### config.mk
export PLATFORM = sky130hd
export DESIGN_NAME = ffha_alu
export DESIGN_NICKNAME = d
export VERILOG_FILES = /design/src/sv/ffha_pkg.sv /design/src/sv/ffha_alu.sv
export SDC_FILE = /design/constraint.sdc
export NUM_CORES = 1
export LEC_CHECK = 0
export BUFFER_PORTS_ARGS = -buffer_cell sky130_fd_sc_hd__buf_4
export CAP_MARGIN = 20
export CORE_MARGIN = 2
export CORE_UTILIZATION = 50
export DETAILED_ROUTE_END_ITERATION = 6
export PLACE_DENSITY = 0.92
export SLEW_MARGIN = 15
export SYNTH_ARGS = -nofsm -noshare
export SYNTH_HDL_FRONTEND = slang
export SYNTH_SLANG_ARGS = --single-unit
export TNS_END_PERCENT = 100
### constraint.sdc
create_clock -name vclk -period 3.2
set_input_delay 0.32 -clock vclk [all_inputs]
set_output_delay 0.32 -clock vclk [all_outputs]
set_load 0.01 [all_outputs]
### src/sv/ffha_pkg.sv
// Shared types and constants of the first-fit heap allocator.
`default_nettype none
package ffha_pkg;

	localparam int OFF_W = 16;
	localparam int ALU_W = 18;
	localparam int HDR_W = 17;

	localparam logic FUNC_ALLOC = 1'b0;
	localparam logic FUNC_FREE  = 1'b1;

	localparam logic [1:0] ST_ALLOCATED = 2'd0;
	localparam logic [1:0] ST_FREED     = 2'd1;
	localparam logic [1:0] ST_NO_SPACE  = 2'd2;

	localparam logic [15:0] LIMIT_RESET = 16'd32768;

	typedef enum logic [1:0] {
		ALU_ADD = 2'b01,
		ALU_SUB = 2'b10
	} alu_op_t;

	typedef struct packed {
		alu_op_t            op;
		logic [ALU_W-1:0]   a;
		logic [ALU_W-1:0]   b;
	} alu_req_t;

	typedef struct packed {
		logic [ALU_W-1:0]   sum;
		logic               lt;
	} alu_res_t;

endpackage
`default_nettype wire

### src/sv/ffha_alu.sv
// Shared add/subtract unit with borrow flag.
`default_nettype none
module ffha_alu
	import ffha_pkg::*;
(
	input  wire alu_req_t req,
	output alu_res_t      res
);
	logic [ALU_W:0]   full;
	logic [ALU_W-1:0] b_eff;
	logic             sub;

	always_comb begin
		case (req.op)
			ALU_SUB: sub = 1'b1;
			ALU_ADD: sub = 1'b0;
			default: sub = 1'b0;
		endcase
		b_eff   = sub ? ~req.b : req.b;
		full    = {1'b0, req.a} + {1'b0, b_eff} + {{ALU_W{1'b0}}, sub};
		res.sum = full[ALU_W-1:0];
		res.lt  = sub & ~full[ALU_W];
	end
endmodule
`default_nettype wire

==> impl_metrics.yaml <==
route:
  totalWireLength_um: 3480
  wl_per_cell_um: 14.5
  drtAntennaViolNets: 0
  drcViolationCount: 0
  drtIter0Drc: 65
  via_count: 1423
  drt-pass1-iter-count: 4
  avgViaCountPerCell: 5.90
setup_path:
  critPathArrivalTime_ns: 2.72
  critPathBufInv: 3
  worstPathCellList: "buf_4 > nand2b_1 > buf_4 > xnor2_1 > ha_1 > a211o_1 > a211oi_2 > nor2_1 > a22oi_2 > mux2i_1 > buf_4"
  path_delay_family: "compound AO/OA/AOI/OAI gates"
  critical_path_required_ns: 2.88
  critPathLaunchType: "input port"
  cpMostUsedCell: "buf_4"
  slowest_stage: "ha_1"
  worstPathMaxFanout: 12
  critical_path_class: "in -> out"
  max_stage_delay_ns: 0.35
  worstSetupEndpointType: "output pin"
placed_design:
  dp_slack_ns: 0.180
  portBuffers: 57
  dp_hpwl_um: 2970
  postPlaceCellArea_um2: 1680
  gp_congestion: 0.935
synthesis:
  synth_area_per_cell_um2: 7.72
  syn_area_um2: 1230
  synthTopCellsByArea: "ha_1 (17%), xnor2_1 (16%), a21oi_1 (7.3%)"
  synth_top_area_cell: "ha_1"
  synth_warnings: 0
  syn_nets: 215
  synth.top_cell.area_share_pct: 17.3
  yosysSeqAreaShare_pct: 0
  synth_cells: 159
  synthDistinctLibCells: 43
global_routing:
  grt_max_degree: 13
  grt_overflow_total: 0
  grt_use_met3_pct: 0.556
  grt.total_usage_pct: 25.6
  grt_antenna_before_repair: 0
  grtUsageMet2_pct: 50.0
  grt_busiest_layer: "met2"
  grtUsageMet1_pct: 31.1
  grt_pass1_wl_um: 5630
  grt_pass1_vias: 1294
pwr:
  vdd_drop_max_v: 0.000218
  power.leakage_nw: 0.824
  power_density_nw_per_um2: 327
die:
  rows: 17
  die_y_um: 53.5
  design.die.area_um2: 2870
  start_util_pct: 53.9
  core_area_um2: 2280
  io_pins: 57
  fp.dieW_um: 53.5
timing:
  finalSetupViolations: 0
  finalHoldViolations: 0
  period_share_pct: 95.1
  whs_ns: 0.935
  slew_violations: 0
  finalSetupTns_ns: 0
  setup_ws_ns: 0.156
  grt_setup_unrepaired: "false"
  worst_pin_slew_ns: 0.361
  maxSlewHeadroom_pct: 75.7
  fmax_mhz: 329
  min_period_ns: 3.04
final_layout:
  final_common_cell: "buf_4"
  diodes: 0
  final_cell_mix: "buf_4 (61), xnor2_1 (22), a21oi_1 (18), ha_1 (17), nand2_1 (12)"
  drive_above_1_share_pct: 34.7
  n_clock_buffer: 0
  fillers: 187
  seq_cells: 0
  seq_area_um2: 0
  nNetsFinal: 271
  final_area_um2: 1680
  syn_to_final_growth_pct: 37.1
min_path:
  hp-class: "in -> out"
job:
  cap_violations: 0
clock_tree:
  ctsResizeCount: 0
  cts_hold_buf: 0
  cts_setup_buffers: 0
status:
  status: "finished clean"
[final cells by class]
class | instances | area [um2] | share of cell area, %
multi-input cells | 149 | 1180 | 70.0
repair buffers | 61 | 458 | 27.2
well taps | 28 | 35.0 | 2.08
inverters | 3 | 11.3 | 0.669
[power breakdown]
group / leakage (nW) / switching [W] / internal [W]
sequential: 0 / 0 / 0
combinational: 0.824 / 0.000278 / 0.000273
clock: 0 / 0 / 0
[cells in the mapped netlist, types with 2 or more instances]
cell type,n
mux2i_1,2
a211oi_2,2
o211ai_1,2
and4_1,2
a211o_1,2
xor2_1,10
nand2_1,12
o21bai_1,3
buf_2,5
ha_1,17
and2_1,2
nor2_1,8
xnor2_1,22
inv_1,3
a311o_1,2
o211a_1,2
a31o_2,2
a21o_1,8
a211oi_1,2
o21ai_0,8
nand3_1,3
a21oi_1,18
a21o_2,2
[cell families (layout without fill, tap and decap cells)]
family,count (synthesis),in the layout,share of synthesized area [%]
simple gates,36,36,15.7
buf+inv,10,64,3.97
mux,2,2,1.63
compound gates,61,61,36.9
xor+xnor,32,32,22.8
fa+ha+maj,18,18,19.0
[per-stage QoR]
step	total power, W	std cells	utilization [%]
after global placement	0.000525	241	73.9
after detailed placement	0.000545	241	73.9
final	0.000550	241	73.9
after floorplan	0.000342	159	-
after CTS	0.000547	241	73.9
after global routing	0.000596	241	73.9
[layer usage]
layer	vias to the layer above	share of wire, %
met4	0	0.46
met3	2	5.8
met1	655	39
li1	707	-
met5	-	0
met2	59	54
[path summary, 6_finish.rpt]
check,depth (start not counted),start,end,slack (ns)
worst min-delay path,3,req[18],res[1],0.94
worst max-delay path,11,req[36],res[15],0.16
Note: power is estimated with default switching activity, not from simulation.
